===== src/rtl/core/bst_pkg.sv =====
// ---------------------------------------------------------------------------
// Byte stream tokenizer package
// Word types for both channels, the per-byte result bundle and token codes.
// ---------------------------------------------------------------------------
package bst_pkg;

  // width of every position and line field on the result channel
  localparam int FIELD_BITS = 24;
  // most results one source byte can cause
  localparam int MAX_RESULTS = 3;

  // token kinds
  localparam logic [4:0] KIND_LPAREN  = 5'd0;
  localparam logic [4:0] KIND_RPAREN  = 5'd1;
  localparam logic [4:0] KIND_LBRACE  = 5'd2;
  localparam logic [4:0] KIND_RBRACE  = 5'd3;
  localparam logic [4:0] KIND_LBRACK  = 5'd4;
  localparam logic [4:0] KIND_RBRACK  = 5'd5;
  localparam logic [4:0] KIND_COLON   = 5'd6;
  localparam logic [4:0] KIND_SEMI    = 5'd7;
  localparam logic [4:0] KIND_EQEQ    = 5'd8;
  localparam logic [4:0] KIND_ASSIGN  = 5'd9;
  localparam logic [4:0] KIND_GE      = 5'd10;
  localparam logic [4:0] KIND_GT      = 5'd11;
  localparam logic [4:0] KIND_LE      = 5'd12;
  localparam logic [4:0] KIND_LT      = 5'd13;
  localparam logic [4:0] KIND_NE      = 5'd14;
  localparam logic [4:0] KIND_NOT     = 5'd15;
  localparam logic [4:0] KIND_STAR    = 5'd16;
  localparam logic [4:0] KIND_STRING  = 5'd17;
  localparam logic [4:0] KIND_END     = 5'd18;
  localparam logic [4:0] KIND_ERROR   = 5'd19;

  // error codes
  localparam logic [1:0] ERR_NONE       = 2'd0;
  localparam logic [1:0] ERR_UNKNOWN    = 2'd1;
  localparam logic [1:0] ERR_NL_STRING  = 2'd2;
  localparam logic [1:0] ERR_UNTERM     = 2'd3;

  // input word
  typedef struct packed {
    logic [7:0] source_byte;
    logic       final_byte;
  } in_word_t;

  // output word
  typedef struct packed {
    logic [4:0]            token_kind;
    logic [1:0]            error_code;
    logic [FIELD_BITS-1:0] token_start;
    logic [FIELD_BITS-1:0] span_begin;
    logic [FIELD_BITS-1:0] span_end;
    logic [FIELD_BITS-1:0] line_index;
    logic [FIELD_BITS-1:0] line_begin;
    logic                  run_last;
  } out_word_t;

  // one result as it sits in the queue
  typedef struct packed {
    logic [4:0]            token_kind;
    logic [1:0]            error_code;
    logic [FIELD_BITS-1:0] token_start;
    logic [FIELD_BITS-1:0] span_begin;
    logic [FIELD_BITS-1:0] span_end;
    logic [FIELD_BITS-1:0] line_index;
    logic [FIELD_BITS-1:0] line_begin;
  } res_t;

  // all results of one source byte, count is 1..3 when queued
  typedef struct packed {
    logic [1:0]                 count;
    res_t [MAX_RESULTS-1:0]     slot;
  } bundle_t;

  // queue status seen by the front and back
  typedef struct packed {
    logic full;
    logic empty;
  } q_flags_t;

endpackage


===== src/rtl/core/bst_scan.sv =====
// ---------------------------------------------------------------------------
// Byte stream tokenizer front end
// Classifies one source byte per cycle while the queue has room and builds its bundle of results.
// ---------------------------------------------------------------------------
module bst_scan #(
  parameter int POSITION_BITS = 24
) (
  input  logic                clk,
  input  logic                rst,
  input  logic                src_valid,
  output logic                src_stall,
  input  bst_pkg::in_word_t   src_word,
  input  bst_pkg::q_flags_t   q_flags,
  output logic                push,
  output bst_pkg::bundle_t    bundle
);

  localparam int FB = bst_pkg::FIELD_BITS;

  localparam logic [7:0] CH_LPAREN = 8'h28;
  localparam logic [7:0] CH_RPAREN = 8'h29;
  localparam logic [7:0] CH_LBRACE = 8'h7B;
  localparam logic [7:0] CH_RBRACE = 8'h7D;
  localparam logic [7:0] CH_LBRACK = 8'h5B;
  localparam logic [7:0] CH_RBRACK = 8'h5D;
  localparam logic [7:0] CH_COLON  = 8'h3A;
  localparam logic [7:0] CH_SEMI   = 8'h3B;
  localparam logic [7:0] CH_STAR   = 8'h2A;
  localparam logic [7:0] CH_EQ     = 8'h3D;
  localparam logic [7:0] CH_GT     = 8'h3E;
  localparam logic [7:0] CH_LT     = 8'h3C;
  localparam logic [7:0] CH_BANG   = 8'h21;
  localparam logic [7:0] CH_SPACE  = 8'h20;
  localparam logic [7:0] CH_TAB    = 8'h09;
  localparam logic [7:0] CH_CR     = 8'h0D;
  localparam logic [7:0] CH_NL     = 8'h0A;
  localparam logic [7:0] CH_HASH   = 8'h23;
  localparam logic [7:0] CH_SQUOTE = 8'h27;
  localparam logic [7:0] CH_DQUOTE = 8'h22;
  localparam logic [7:0] CH_BSLASH = 8'h5C;

  typedef enum logic [2:0] {
    M_NORMAL,
    M_PEND_EQ,
    M_PEND_GT,
    M_PEND_LT,
    M_PEND_NOT,
    M_COMMENT,
    M_STRING,
    M_HALTED
  } mode_t;

  // scanner state
  mode_t                    mode, mode_next;
  logic                     quote_dbl, quote_dbl_next;
  logic                     prior_bs, prior_bs_next;
  logic [POSITION_BITS-1:0] pos, pos_next;
  logic [POSITION_BITS-1:0] pend_start, pend_start_next;
  logic [POSITION_BITS-1:0] line_cnt, line_cnt_next;
  logic [POSITION_BITS-1:0] line_start, line_start_next;

  // byte decode for normal scanning
  logic       dec_hit;
  logic [4:0] dec_kind;
  logic [1:0] dec_code;
  logic       dec_pend;
  mode_t      dec_pend_mode;
  logic       dec_comment;
  logic       dec_quote;
  logic       dec_nl;

  // candidate results in emission order
  logic             va, vb, vc, vd;
  bst_pkg::res_t    ra, rb, rc, rd;
  logic [1:0]       n;
  logic             accept;
  logic [7:0]       b;
  logic [7:0]       quote_ch;
  logic [POSITION_BITS-1:0] pos_inc;

  function automatic bst_pkg::res_t mk_res(
    input logic [4:0]               kind,
    input logic [1:0]               code,
    input logic [POSITION_BITS-1:0] start,
    input logic [POSITION_BITS-1:0] sb,
    input logic [POSITION_BITS-1:0] se,
    input logic [POSITION_BITS-1:0] li,
    input logic [POSITION_BITS-1:0] lb
  );
    bst_pkg::res_t r;
    r.token_kind  = kind;
    r.error_code  = code;
    r.token_start = FB'(start);
    r.span_begin  = FB'(sb);
    r.span_end    = FB'(se);
    r.line_index  = FB'(li);
    r.line_begin  = FB'(lb);
    return r;
  endfunction

  // kind of a held operator, two-character form when eq
  function automatic logic [4:0] held_kind(input mode_t m, input logic eq);
    logic [4:0] k;
    case (m)
      M_PEND_EQ:  k = eq ? bst_pkg::KIND_EQEQ : bst_pkg::KIND_ASSIGN;
      M_PEND_GT:  k = eq ? bst_pkg::KIND_GE   : bst_pkg::KIND_GT;
      M_PEND_LT:  k = eq ? bst_pkg::KIND_LE   : bst_pkg::KIND_LT;
      M_PEND_NOT: k = eq ? bst_pkg::KIND_NE   : bst_pkg::KIND_NOT;
      default:    k = bst_pkg::KIND_ERROR;
    endcase
    return k;
  endfunction

  function automatic logic is_pend(input mode_t m);
    return (m == M_PEND_EQ) || (m == M_PEND_GT) || (m == M_PEND_LT) ||
           (m == M_PEND_NOT);
  endfunction

  assign b         = src_word.source_byte;
  assign src_stall = q_flags.full;
  assign accept    = src_valid & ~q_flags.full;
  assign pos_inc   = pos + POSITION_BITS'(1);
  assign quote_ch  = quote_dbl ? CH_DQUOTE : CH_SQUOTE;

  // decode of a byte seen in normal mode
  always_comb begin
    dec_hit       = 1'b1;
    dec_kind      = bst_pkg::KIND_ERROR;
    dec_code      = bst_pkg::ERR_NONE;
    dec_pend      = 1'b0;
    dec_pend_mode = M_NORMAL;
    dec_comment   = 1'b0;
    dec_quote     = 1'b0;
    dec_nl        = 1'b0;
    case (b)
      CH_LPAREN: dec_kind = bst_pkg::KIND_LPAREN;
      CH_RPAREN: dec_kind = bst_pkg::KIND_RPAREN;
      CH_LBRACE: dec_kind = bst_pkg::KIND_LBRACE;
      CH_RBRACE: dec_kind = bst_pkg::KIND_RBRACE;
      CH_LBRACK: dec_kind = bst_pkg::KIND_LBRACK;
      CH_RBRACK: dec_kind = bst_pkg::KIND_RBRACK;
      CH_COLON:  dec_kind = bst_pkg::KIND_COLON;
      CH_SEMI:   dec_kind = bst_pkg::KIND_SEMI;
      CH_STAR:   dec_kind = bst_pkg::KIND_STAR;
      CH_EQ: begin
        dec_hit = 1'b0; dec_pend = 1'b1; dec_pend_mode = M_PEND_EQ;
      end
      CH_GT: begin
        dec_hit = 1'b0; dec_pend = 1'b1; dec_pend_mode = M_PEND_GT;
      end
      CH_LT: begin
        dec_hit = 1'b0; dec_pend = 1'b1; dec_pend_mode = M_PEND_LT;
      end
      CH_BANG: begin
        dec_hit = 1'b0; dec_pend = 1'b1; dec_pend_mode = M_PEND_NOT;
      end
      CH_SPACE, CH_TAB, CH_CR: dec_hit = 1'b0;
      CH_NL: begin
        dec_hit = 1'b0; dec_nl = 1'b1;
      end
      CH_HASH: begin
        dec_hit = 1'b0; dec_comment = 1'b1;
      end
      CH_SQUOTE, CH_DQUOTE: begin
        dec_hit = 1'b0; dec_quote = 1'b1;
      end
      default: dec_code = bst_pkg::ERR_UNKNOWN;
    endcase
  end

  // next state and results for this byte
  always_comb begin
    mode_next       = mode;
    quote_dbl_next  = quote_dbl;
    prior_bs_next   = prior_bs;
    pos_next        = pos_inc;
    pend_start_next = pend_start;
    line_cnt_next   = line_cnt;
    line_start_next = line_start;
    va = 1'b0; vb = 1'b0; vc = 1'b0; vd = 1'b0;
    ra = '0; rb = '0; rc = '0; rd = '0;

    // normal-scan outcome, used by normal mode and after a held operator
    if (mode == M_NORMAL || (is_pend(mode) && b != CH_EQ)) begin
      mode_next = M_NORMAL;
      if (dec_pend) begin
        mode_next       = dec_pend_mode;
        pend_start_next = pos;
      end
      if (dec_comment) mode_next = M_COMMENT;
      if (dec_quote) begin
        mode_next       = M_STRING;
        quote_dbl_next  = (b == CH_DQUOTE);
        prior_bs_next   = 1'b0;
        pend_start_next = pos;
      end
      if (dec_nl) begin
        line_cnt_next   = line_cnt + POSITION_BITS'(1);
        line_start_next = pos_inc;
      end
    end

    case (mode)
      M_HALTED: begin
        pos_next = pos;
      end
      M_PEND_EQ, M_PEND_GT, M_PEND_LT, M_PEND_NOT: begin
        va = 1'b1;
        ra = mk_res(held_kind(mode, b == CH_EQ), bst_pkg::ERR_NONE, pend_start,
                    '0, '0, line_cnt, line_start);
        if (b == CH_EQ) begin
          mode_next = M_NORMAL;
        end else begin
          vb = dec_hit;
          rb = mk_res(dec_kind, dec_code, pos, '0, '0, line_cnt, line_start);
        end
      end
      M_COMMENT: begin
        if (b == CH_NL) begin
          line_cnt_next   = line_cnt + POSITION_BITS'(1);
          line_start_next = pos_inc;
          mode_next       = M_NORMAL;
        end
      end
      M_STRING: begin
        if (b == quote_ch && !prior_bs) begin
          va = 1'b1;
          ra = mk_res(bst_pkg::KIND_STRING, bst_pkg::ERR_NONE, pend_start,
                      pend_start + POSITION_BITS'(1), pos, line_cnt, line_start);
          mode_next     = M_NORMAL;
          prior_bs_next = 1'b0;
        end else if (b == CH_NL) begin
          va = 1'b1;
          ra = mk_res(bst_pkg::KIND_ERROR, bst_pkg::ERR_NL_STRING, pend_start,
                      '0, '0, line_cnt, line_start);
          mode_next = M_HALTED;
        end else begin
          prior_bs_next = (b == CH_BSLASH);
        end
      end
      default: begin
        va = dec_hit;
        ra = mk_res(dec_kind, dec_code, pos, '0, '0, line_cnt, line_start);
      end
    endcase

    // end of source: flush a held operator or an open string, then end
    if (src_word.final_byte) begin
      if (mode != M_HALTED && mode_next != M_HALTED) begin
        if (is_pend(mode_next)) begin
          vc = 1'b1;
          rc = mk_res(held_kind(mode_next, 1'b0), bst_pkg::ERR_NONE,
                      pend_start_next, '0, '0, line_cnt_next, line_start_next);
        end else if (mode_next == M_STRING) begin
          vc = 1'b1;
          rc = mk_res(bst_pkg::KIND_ERROR, bst_pkg::ERR_UNTERM, pend_start_next,
                      '0, '0, line_cnt_next, line_start_next);
        end
        vd = 1'b1;
        rd = mk_res(bst_pkg::KIND_END, bst_pkg::ERR_NONE, pos_inc, '0, '0,
                    line_cnt_next, line_start_next);
      end
      mode_next       = M_NORMAL;
      quote_dbl_next  = 1'b0;
      prior_bs_next   = 1'b0;
      pos_next        = '0;
      pend_start_next = '0;
      line_cnt_next   = '0;
      line_start_next = '0;
    end
  end

  // pack the valid results into the bundle, in order
  always_comb begin
    bundle = '0;
    n      = 2'd0;
    if (va) begin bundle.slot[n] = ra; n = 2'(n + 2'd1); end
    if (vb) begin bundle.slot[n] = rb; n = 2'(n + 2'd1); end
    if (vc) begin bundle.slot[n] = rc; n = 2'(n + 2'd1); end
    if (vd) begin bundle.slot[n] = rd; n = 2'(n + 2'd1); end
    bundle.count = n;
  end

  assign push = accept && (n != 2'd0);

  // state registers
  always_ff @(posedge clk) begin
    if (rst) begin
      mode       <= M_NORMAL;
      quote_dbl  <= 1'b0;
      prior_bs   <= 1'b0;
      pos        <= '0;
      pend_start <= '0;
      line_cnt   <= '0;
      line_start <= '0;
    end else if (accept) begin
      mode       <= mode_next;
      quote_dbl  <= quote_dbl_next;
      prior_bs   <= prior_bs_next;
      pos        <= pos_next;
      pend_start <= pend_start_next;
      line_cnt   <= line_cnt_next;
      line_start <= line_start_next;
    end
  end

endmodule


===== src/rtl/core/bst_queue.sv =====
// ---------------------------------------------------------------------------
// Byte stream tokenizer bundle queue
// Small register FIFO of result bundles between the front and back ends.
// ---------------------------------------------------------------------------
module bst_queue #(
  parameter int QUEUE_DEPTH = 4
) (
  input  logic               clk,
  input  logic               rst,
  input  logic               push,
  input  bst_pkg::bundle_t   push_data,
  input  logic               pop,
  output bst_pkg::bundle_t   head,
  output bst_pkg::q_flags_t  flags
);

  localparam int PW = (QUEUE_DEPTH > 1) ? $clog2(QUEUE_DEPTH) : 1;
  localparam int CW = $clog2(QUEUE_DEPTH + 1);

  bst_pkg::bundle_t  entries [QUEUE_DEPTH];
  logic [PW-1:0]     wr_ptr;
  logic [PW-1:0]     rd_ptr;
  logic [CW-1:0]     fill;
  logic              do_push;
  logic              do_pop;

  assign flags.full  = (fill == CW'(QUEUE_DEPTH));
  assign flags.empty = (fill == '0);
  assign do_push     = push & ~flags.full;
  assign do_pop      = pop & ~flags.empty;
  assign head        = entries[rd_ptr];

  // storage, no reset needed
  always_ff @(posedge clk) begin
    if (do_push) entries[wr_ptr] <= push_data;
  end

  // pointers and fill level
  always_ff @(posedge clk) begin
    if (rst) begin
      wr_ptr <= '0;
      rd_ptr <= '0;
      fill   <= '0;
    end else begin
      if (do_push) begin
        wr_ptr <= (wr_ptr == PW'(QUEUE_DEPTH - 1)) ? '0 : PW'(wr_ptr + PW'(1));
      end
      if (do_pop) begin
        rd_ptr <= (rd_ptr == PW'(QUEUE_DEPTH - 1)) ? '0 : PW'(rd_ptr + PW'(1));
      end
      if (do_push && !do_pop) fill <= CW'(fill + CW'(1));
      else if (do_pop && !do_push) fill <= CW'(fill - CW'(1));
    end
  end

endmodule


===== src/rtl/core/bst_emit.sv =====
// ---------------------------------------------------------------------------
// Byte stream tokenizer back end
// Takes bundles from the queue and sends their results one word per cycle while tok_stall is low.
// ---------------------------------------------------------------------------
module bst_emit (
  input  logic               clk,
  input  logic               rst,
  input  bst_pkg::bundle_t   head,
  input  bst_pkg::q_flags_t  q_flags,
  output logic               pop,
  output logic               tok_valid,
  input  logic               tok_stall,
  output bst_pkg::out_word_t tok_word
);

  bst_pkg::bundle_t cur;
  logic             cur_valid;
  logic [1:0]       idx;
  logic             last;
  logic             done;
  bst_pkg::res_t    sel;

  assign last  = (idx == 2'(cur.count - 2'd1));
  assign done  = cur_valid & ~tok_stall & last;
  // load a bundle when nothing is held or the held one just finished
  assign pop   = ~q_flags.empty & (~cur_valid | done);

  assign sel       = cur.slot[idx];
  assign tok_valid = cur_valid;

  // output word from the held bundle
  always_comb begin
    tok_word.token_kind  = sel.token_kind;
    tok_word.error_code  = sel.error_code;
    tok_word.token_start = sel.token_start;
    tok_word.span_begin  = sel.span_begin;
    tok_word.span_end    = sel.span_end;
    tok_word.line_index  = sel.line_index;
    tok_word.line_begin  = sel.line_begin;
    tok_word.run_last    = last;
  end

  always_ff @(posedge clk) begin
    if (pop) cur <= head;
  end

  // walk through the results of the held bundle
  always_ff @(posedge clk) begin
    if (rst) begin
      cur_valid <= 1'b0;
      idx       <= 2'd0;
    end else if (pop) begin
      cur_valid <= 1'b1;
      idx       <= 2'd0;
    end else if (done) begin
      cur_valid <= 1'b0;
      idx       <= 2'd0;
    end else if (cur_valid && !tok_stall) begin
      idx <= 2'(idx + 2'd1);
    end
  end

endmodule


===== src/rtl/core/byte_stream_tokenizer.sv =====
// ---------------------------------------------------------------------------
// Byte stream tokenizer
// One-pass lexer over a byte stream with one byte of operator lookahead.
// ---------------------------------------------------------------------------
//  channel  direction  handshake             word
//  src      in         src_valid/src_stall   in_word_t  (source_byte, final_byte)
//  tok      out        tok_valid/tok_stall   out_word_t (one token or error)
//
//  The front end takes one byte per cycle while the bundle queue has room.
//  Each byte makes 0 to 3 results; the back end sends one result per cycle
//  while tok is not stalled.
//  Reset clears the scanner state, the queue pointers and the output valid.
//  A stall on tok fills the queue of QUEUE_DEPTH bundles, then stalls src.
// ---------------------------------------------------------------------------
module byte_stream_tokenizer #(
  parameter int POSITION_BITS = 24,
  parameter int QUEUE_DEPTH   = 4
) (
  input  logic               clk,
  input  logic               rst,
  input  logic               src_valid,
  output logic               src_stall,
  input  bst_pkg::in_word_t  src_word,
  output logic               tok_valid,
  input  logic               tok_stall,
  output bst_pkg::out_word_t tok_word
);

  logic              push;
  logic              pop;
  bst_pkg::bundle_t  push_data;
  bst_pkg::bundle_t  head;
  bst_pkg::q_flags_t q_flags;

  // front end: scanner
  bst_scan #(
    .POSITION_BITS (POSITION_BITS)
  ) u_scan (
    .clk       (clk),
    .rst       (rst),
    .src_valid (src_valid),
    .src_stall (src_stall),
    .src_word  (src_word),
    .q_flags   (q_flags),
    .push      (push),
    .bundle    (push_data)
  );

  // bundle queue
  bst_queue #(
    .QUEUE_DEPTH (QUEUE_DEPTH)
  ) u_queue (
    .clk       (clk),
    .rst       (rst),
    .push      (push),
    .push_data (push_data),
    .pop       (pop),
    .head      (head),
    .flags     (q_flags)
  );

  // back end: result serializer
  bst_emit u_emit (
    .clk       (clk),
    .rst       (rst),
    .head      (head),
    .q_flags   (q_flags),
    .pop       (pop),
    .tok_valid (tok_valid),
    .tok_stall (tok_stall),
    .tok_word  (tok_word)
  );

endmodule


===== config.mk =====
export PLATFORM = sky130hd
export DESIGN_NAME = byte_stream_tokenizer
export DESIGN_NICKNAME = d
export VERILOG_FILES = /design/src/rtl/core/bst_pkg.sv /design/src/rtl/core/bst_scan.sv /design/src/rtl/core/bst_queue.sv /design/src/rtl/core/bst_emit.sv /design/src/rtl/core/byte_stream_tokenizer.sv
export SDC_FILE = /design/constraint.sdc
export NUM_CORES = 2
export LEC_CHECK = 0
export BUFFER_PORTS_ARGS = -buffer_cell sky130_fd_sc_hd__buf_4
export CORE_MARGIN = 3
export CORE_UTILIZATION = 50
export CTS_BUF_LIST = sky130_fd_sc_hd__clkbuf_16
export DETAILED_ROUTE_END_ITERATION = 16
export PLACE_DENSITY = 0.63
export SYNTH_ARGS = -nofsm -noshare
export SYNTH_HDL_FRONTEND = slang
export SYNTH_HIERARCHICAL = 1
export SYNTH_SLANG_ARGS = --single-unit
export TNS_END_PERCENT = 5

===== constraint.sdc =====
create_clock -name clk -period 30.1 [get_ports clk]
set_clock_uncertainty 0.05 [all_clocks]
set_input_delay 1.505 -clock clk [delete_from_list [all_inputs] [get_ports clk]]
set_output_delay 1.505 -clock clk [all_outputs]
set_load 0.02 [all_outputs]

======== Yosys cells after proc, flatten, opt, wreduce, memory -nomap -nowiden ========
Memories as Yosys holds them, arrays and structs flattened. A register that Yosys moved wholly into a read port is not among the register bits.
Cells that the tools add are included.
word-level totals
  output and inout port bits .............. 130
  bits in writable memories ............... 1532
  memories ................................ 1
  bits in registers ....................... 111
memories
  name             words  width  rd ports  clocked after Yosys merged registers in  write ports  line             RTL
  u_queue.entries  4      383    1         1                                        1            bst_queue.sv:20  bst_pkg::bundle_t entries [QUEUE_DEPTH];
cells by class
  equality and inequality tests ........... 42
  add/subtract/negate cells ............... 12
  multiplexer cells ....................... 98
  $lt $le $gt $ge ......................... 7
  reductions and logical operators ........ 37
  bitwise logic cells ..................... 11
operator list
  kind                     count
  $mux W127                15
  $bwmux W381              3
  $mux W381                3
  $demux W127 S2           3
  $mux W24                 16
  $pmux W127 S3            1
  $bmux W127 S2            1
  $eq A8 B6 Y1 const B     13
  $add A24 B1 Y24 const B  3
  $pmux W5 S9              1
  $eq A8 B7 Y1 const B     5
  $pmux W5 S4              2
  $mux W3                  12
  $mux W1                  33
  $eq A8 B4 Y1 const B     3
  $eq A3 B3 Y1 const B     7
  $reduce_or A20 Y1        1
  $eq A3 B2 Y1 const B     4
  $pmux W3 S4              1
  $reduce_or A11 Y1        1
  $add A2 B1 Y2 const B    5
  $logic_and A1 B1 Y1      10
  $mux W2                  5
  $reduce_bool A2 Y1       5
  28 further kinds         54

======== Logic depth before layout (Yosys ltp) ========
  depth after elaboration ................. 27
  depth in mapped cells ................... 23
  gate-level depth less buffers ........... 21

======== By module ========
The synthesis kept the hierarchy.
by module, submodules not included
  module     instances  area an instance (um^2)  seq. area each (um^2)  cells an instance
  bst_queue  1          56145.1                  46184.3                2051
  bst_emit   1          14306.2                  11561.1                829
  bst_scan   1          10721.5                  2021.9                 1561

======== Least setup slack after synthesis ========
OpenSTA, ideal clock, no wires.
  path kind ............................... register to register
  from .................................... register u_queue.fill[0]
  to ...................................... register u_queue.fill[2]
  cell stages (with the launch flop) ...... 10
  slack ................................... 6852 ps
  required time ........................... 29980 ps
  arrival ................................. 23128 ps
  clock period less this slack ............ 23248 ps
  buffers on the path ..................... 0
  library setup time ...................... 70 ps
  path through ............................ dfxtp_1 > nor3_1 > o2bb2ai_1 > o31ai_1 > ha_1 > inv_1 > fa_1 > xor2_1 > or3_1 > a21oi_1
RTL lines
  item                    line             RTL
  from (decl)             bst_queue.sv:23  logic [CW-1:0] fill;
  from (signal assigned)  bst_queue.sv:51  if (do_push && !do_pop) fill <= CW'(fill + CW'(1));
  from (signal assigned)  bst_queue.sv:52  else if (do_pop && !do_push) fill <= CW'(fill - CW'(1));

======== Final worst setup path ========
  from .................................... input port src_word[2] in the netlist's numbering
  to ...................................... memory u_queue/entries[3][83] in the netlist's numbering (enable)
between the ends
  word-level cells in the longest chain between the ends .. 25
  elaborated cells on any way between the ends .. 66
  classes of those cells .................. add/sub (3); eq/ne (19); mux (31); bitwise (1); reduce/logical (12)
ends and longest elaborated chain
  item                                    line                              RTL
  from (decl)                             byte_stream_tokenizer.sv:23       input bst_pkg::in_word_t src_word,
  $eq A8 B6 Y1, on equally long branches  bst_scan.sv:135, bst_scan.sv:211
  $reduce_or A4 Y1 (no source line)       -
  $mux W1                                 bst_scan.sv:135                   case (b)
  $mux W3                                 bst_scan.sv:186                   if (dec_pend) begin
  $mux W3                                 bst_scan.sv:190                   if (dec_comment) mode_next = M_COMMENT;
  $mux W3                                 bst_scan.sv:191                   if (dec_quote) begin
  $mux W3                                 bst_scan.sv:184                   if (mode == M_NORMAL || (is_pend(mode) && b != CH_EQ)) begin
  $mux W3                                 bst_scan.sv:232                   end else if (b == CH_NL) begin
  [10 not listed]                         -
  $add A2 B1 Y2                           bst_scan.sv:280                   if (vd) begin bundle.slot[n] = rd; n = 2'(n + 2'd1); end
  $mux W2 (*)                             bst_scan.sv:280
  $reduce_bool A2 Y1 (*)                  bst_scan.sv:284                   assign push = accept && (n != 2'd0);
  $logic_and A1 B1 Y1 (*)                 bst_scan.sv:284
  via push                                byte_stream_tokenizer.sv:29       logic push;
  $and A1 B1 Y1 (*)                       bst_queue.sv:29                   assign do_push = push & ~flags.full;
  $mux W1 (*)                             bst_queue.sv:35                   if (do_push) entries[wr_ptr] <= push_data;
  $mux W1 (implied by the code) (*)       bst_queue.sv:35
  to (decl)                               bst_queue.sv:20
Mark *: on every way through the listed nets, which the timed path passes. The rest lies on a longest branch.

==> metrics <==
DP Area roughly 0.084 mm2; sequential share of power about half; Setup violations, final 0; TritonCTS Buffers 203; Clock power frac between 20 and 30%; Hold Crit Class flip-flop to flip-flop; slowest stage delay, CP 0.98 ns; setup repair bufs after CTS 0; layout cells sized above 1 20.1%; yosys synthesis warning count 6; Clock transition at path regs 0.06 ns; worst-path cell chain buf_4 -> or3b_4 -> nor4_4 -> buf_4 -> a21oi_2 -> a211o_1 -> nor3_1 -> nor4_1 -> a31oi_1 -> ha_1 -> inv_1 -> nor2_1 -> a221oi_2 -> and3_4 -> buf_4 -> buf_4 -> buf_4 -> buf_4; Post-Synthesis Cell Area 0.0812 mm2; worst path required time slightly above 30 ns; utilization after layout 55.8%; CTS H-Tree Depth 4; FF/Latch Area 0.0598 mm2; Netlist cell types 92; global-route wire length before repair 275,000 um; async set-reset flop share out of synthesis 0%; Psw 2.23 mW; CTS Buffer Depth 3; worst reg-to-reg setup slack just over 20 ns; row count 147; Max IR drop VDD 84.9 uV; Main synth FF type edfxtp_1; Placer Congestion around 0.86; Tot GR Track Use 22.1%; FF+latch count, synth 2,028; Pre-Repair DR Iteration Count 5; min cycle time layout 10.10 ns; syn avg cell area 18.3 um2; hold slack 0.435 ns; PwrDens slightly below 90 mW/mm2; cell count of the worst reg-to-reg path 17; post-route insts no fill about 6,900; synthesized instance count between 4,000 and 5,000; number of routed nets with antenna violations 0; num ports 143; Critical-path top delay cell nor3_1; Port Buf Inserts 142; TritonCTS Sinks 2,028; vias in the first global route 41,200; Area growth syn-to-layout 10.6%; wire per inst 26.7 um; Pwr Total 7.97 mW; Final period util 33.6%; setup tns final 0 ns; Hold EP u_scan/quote_dbl$_SDFFE_PP0P_; share of total power in combinational logic 21.5%; Worst-Margin Slew approximately 1.3 ns; nets@finish between 4,000 and 5,000; Initial Util around half; placed cells 6,539; setup slack after layout between 15 and 20 ns; largest net degree at the start of global routing 131; FF-to-FF End u_queue/entries[3][83]$_DFFE_PP_; most frequent cells in the layout 1,915 x edfxtp_1, 383 x mux4_2, 257 x nand2_1; CTS tree yes; Vias 40,800; number of flops mapped to enable cells by yosys approximately 1,900; DRC violations left 0; CP Max Fanout 63; commonest non-fill, non-tap cell in the layout edfxtp_1; hold path start u_scan/quote_dbl$_SDFFE_PP0P_; Slew Viols, Final 0; Total Routed Length 184,000 um; max cap viols 0; total core area 0.161 mm2; GRT Residual Overflow 0; Slew headroom 14.6%; Pleak about 29 nW; hold depth 2; worst skew pair latency 0.81 ns; antenna violations before repair 3; Arr. time, crit path around 10 ns; Fill cells 12,300; fmax just under 100 MHz; die extent in x about 410 um; status complete, no violations; CP endpoint kind flip-flop; P_int 5.74 mW; sequential share of the synthesized area 73.6%; RSZ-0062 raised after global routing false; Root Buffer clkbuf_16; Initial DRC Count 4,167; overall die height 409 um; CP bufs+invs 7; crit start category primary input; multi-input logic area 0.0192 mm2; DR vias/cell 5.90; Final Cell Area around 0.09 mm2; Crit path top cell by count buf_4; Sw Share 28.0%; Die ar. 0.167 mm2; Worst R2R Start u_scan/mode[1]$_SDFFE_PP0P_; dpl ws 19.12 ns; CTS resizes 0; endpoints failing hold 0; family with the most delay on the worst path buffers and inverters; WS Path Type primary input to flip-flop; hold-fix buffers at CTS 0; Post-DP HPWL 105,000 um
## registers in the layout (all words and copies together), names as in the netlist, named ones only
name and cells:
u_queue/entries 1532, u_emit/cur 383, u_scan/line_cnt 24, u_scan/line_start 24, u_scan/pend_start 24, u_scan/pos 24
u_queue/fill 3, u_scan/mode 3, u_emit/idx 2, u_queue/rd_ptr 2, u_queue/wr_ptr 2, u_emit/tok_valid 1
u_scan/prior_bs 1, u_scan/quote_dbl 1
## per-layer routing
metal | part of all wire (%) | global-route usage [%]
met2 | 49 | 35.6
met3 | 7.0 | 4.02
met1 | 42 | 31.3
met4 | 2.4 | 6.00
met5 | 0.0071 | 0
## cells by family (layout without fill, tap and decap cells)
kind of cell,Yosys count,after routing,share of synthesized area (%)
adders and majority gates,18,18,0.287
xor gates and xnor gates,64,64,0.700
AOI/OAI and AO/OA,631,631,5.20
other,1,97,0.00462
DFF,2028,2028,73.6
buffers and inverters,409,627,3.40
and+or+nand+nor,753,753,4.24
muxes,537,537,12.5
## cells in the mapped netlist, types with 5 or more instances
cell / number / area [um2]
buf_12: 41 / 821
nand3_1: 55 / 275
or3_1: 23 / 144
a211oi_1: 9 / 67.6
mux2_2: 9 / 101
nor4_1: 6 / 37.5
a31oi_1: 15 / 93.8
mux2i_1: 145 / 1450
inv_1: 28 / 105
edfxtp_1: 1915 / 57500
a21oi_1: 124 / 621
nand4_1: 15 / 93.8
a22oi_1: 44 / 330
xnor2_1: 29 / 254
buf_2: 77 / 385
buf_6: 6 / 67.6
a2bb2oi_1: 19 / 166
a221oi_1: 17 / 149
buf_4: 111 / 833
clkbuf_1: 135 / 507
o22ai_1: 17 / 106
a21o_1: 25 / 188
nand2_1: 257 / 965
buf_1: 9 / 33.8
and3_1: 20 / 125
o21ai_0: 204 / 1020
o31ai_1: 5 / 37.5
a22o_1: 24 / 210
nand2b_1: 18 / 113
dfxtp_1: 113 / 2260
ha_1: 17 / 213
mux4_2: 383 / 8630
and2_1: 42 / 263
a211oi_2: 17 / 213
xor2_1: 34 / 298
o2bb2ai_1: 35 / 307
o221ai_1: 6 / 52.6
nor2b_1: 12 / 75.1
nor3_1: 26 / 130
nor2_1: 243 / 912
or2_2: 11 / 68.8
a221o_1: 21 / 210
## worst min-delay path, stage by stage (launching register included)
cell and delay (ns):
dfxtp_1 0.31, o21ai_0 0.07, a21oi_1 0.06
## power groups by stage
stage                     Sequential (mW)  Clock, mW  Combinational, mW
after floorplan                      4.24          0               1.24
after global placement               3.94          0               1.76
after detailed placement             3.96          0               1.77
after CTS                            3.90       2.41               1.78
after global routing                 3.94       2.53               1.85
final                                3.89       2.36               1.72
## worst max path at each step
stage | from | to | cells after the start
floorplan | u_queue/fill[0]$_SDFFE_PP0P_ | u_queue/fill[2]$_SDFFE_PP0P_ | 9
global placement | src_word[2] | u_queue/entries[3][334]$_DFFE_PP_ | 18
detailed placement | src_word[2] | u_queue/entries[3][332]$_DFFE_PP_ | 18
CTS | src_word[2] | u_queue/entries[3][74]$_DFFE_PP_ | 18
global route | src_word[2] | u_queue/entries[3][200]$_DFFE_PP_ | 18
finish | src_word[2] | u_queue/entries[3][83]$_DFFE_PP_ | 18
## cell type report
type | instances | share of cell area (%)
flip-flops and latches | 2028 | 66.6
multi-input cells | 2099 | 21.3
clock buffers | 205 | 5.71
well taps | 2160 | 3.01
repair buffers | 222 | 1.97
clock inverters | 170 | 1.26
inverters | 30 | 0.125
diodes | 1 | 0.00279
Note: power is estimated with default switching activity, not from simulation.
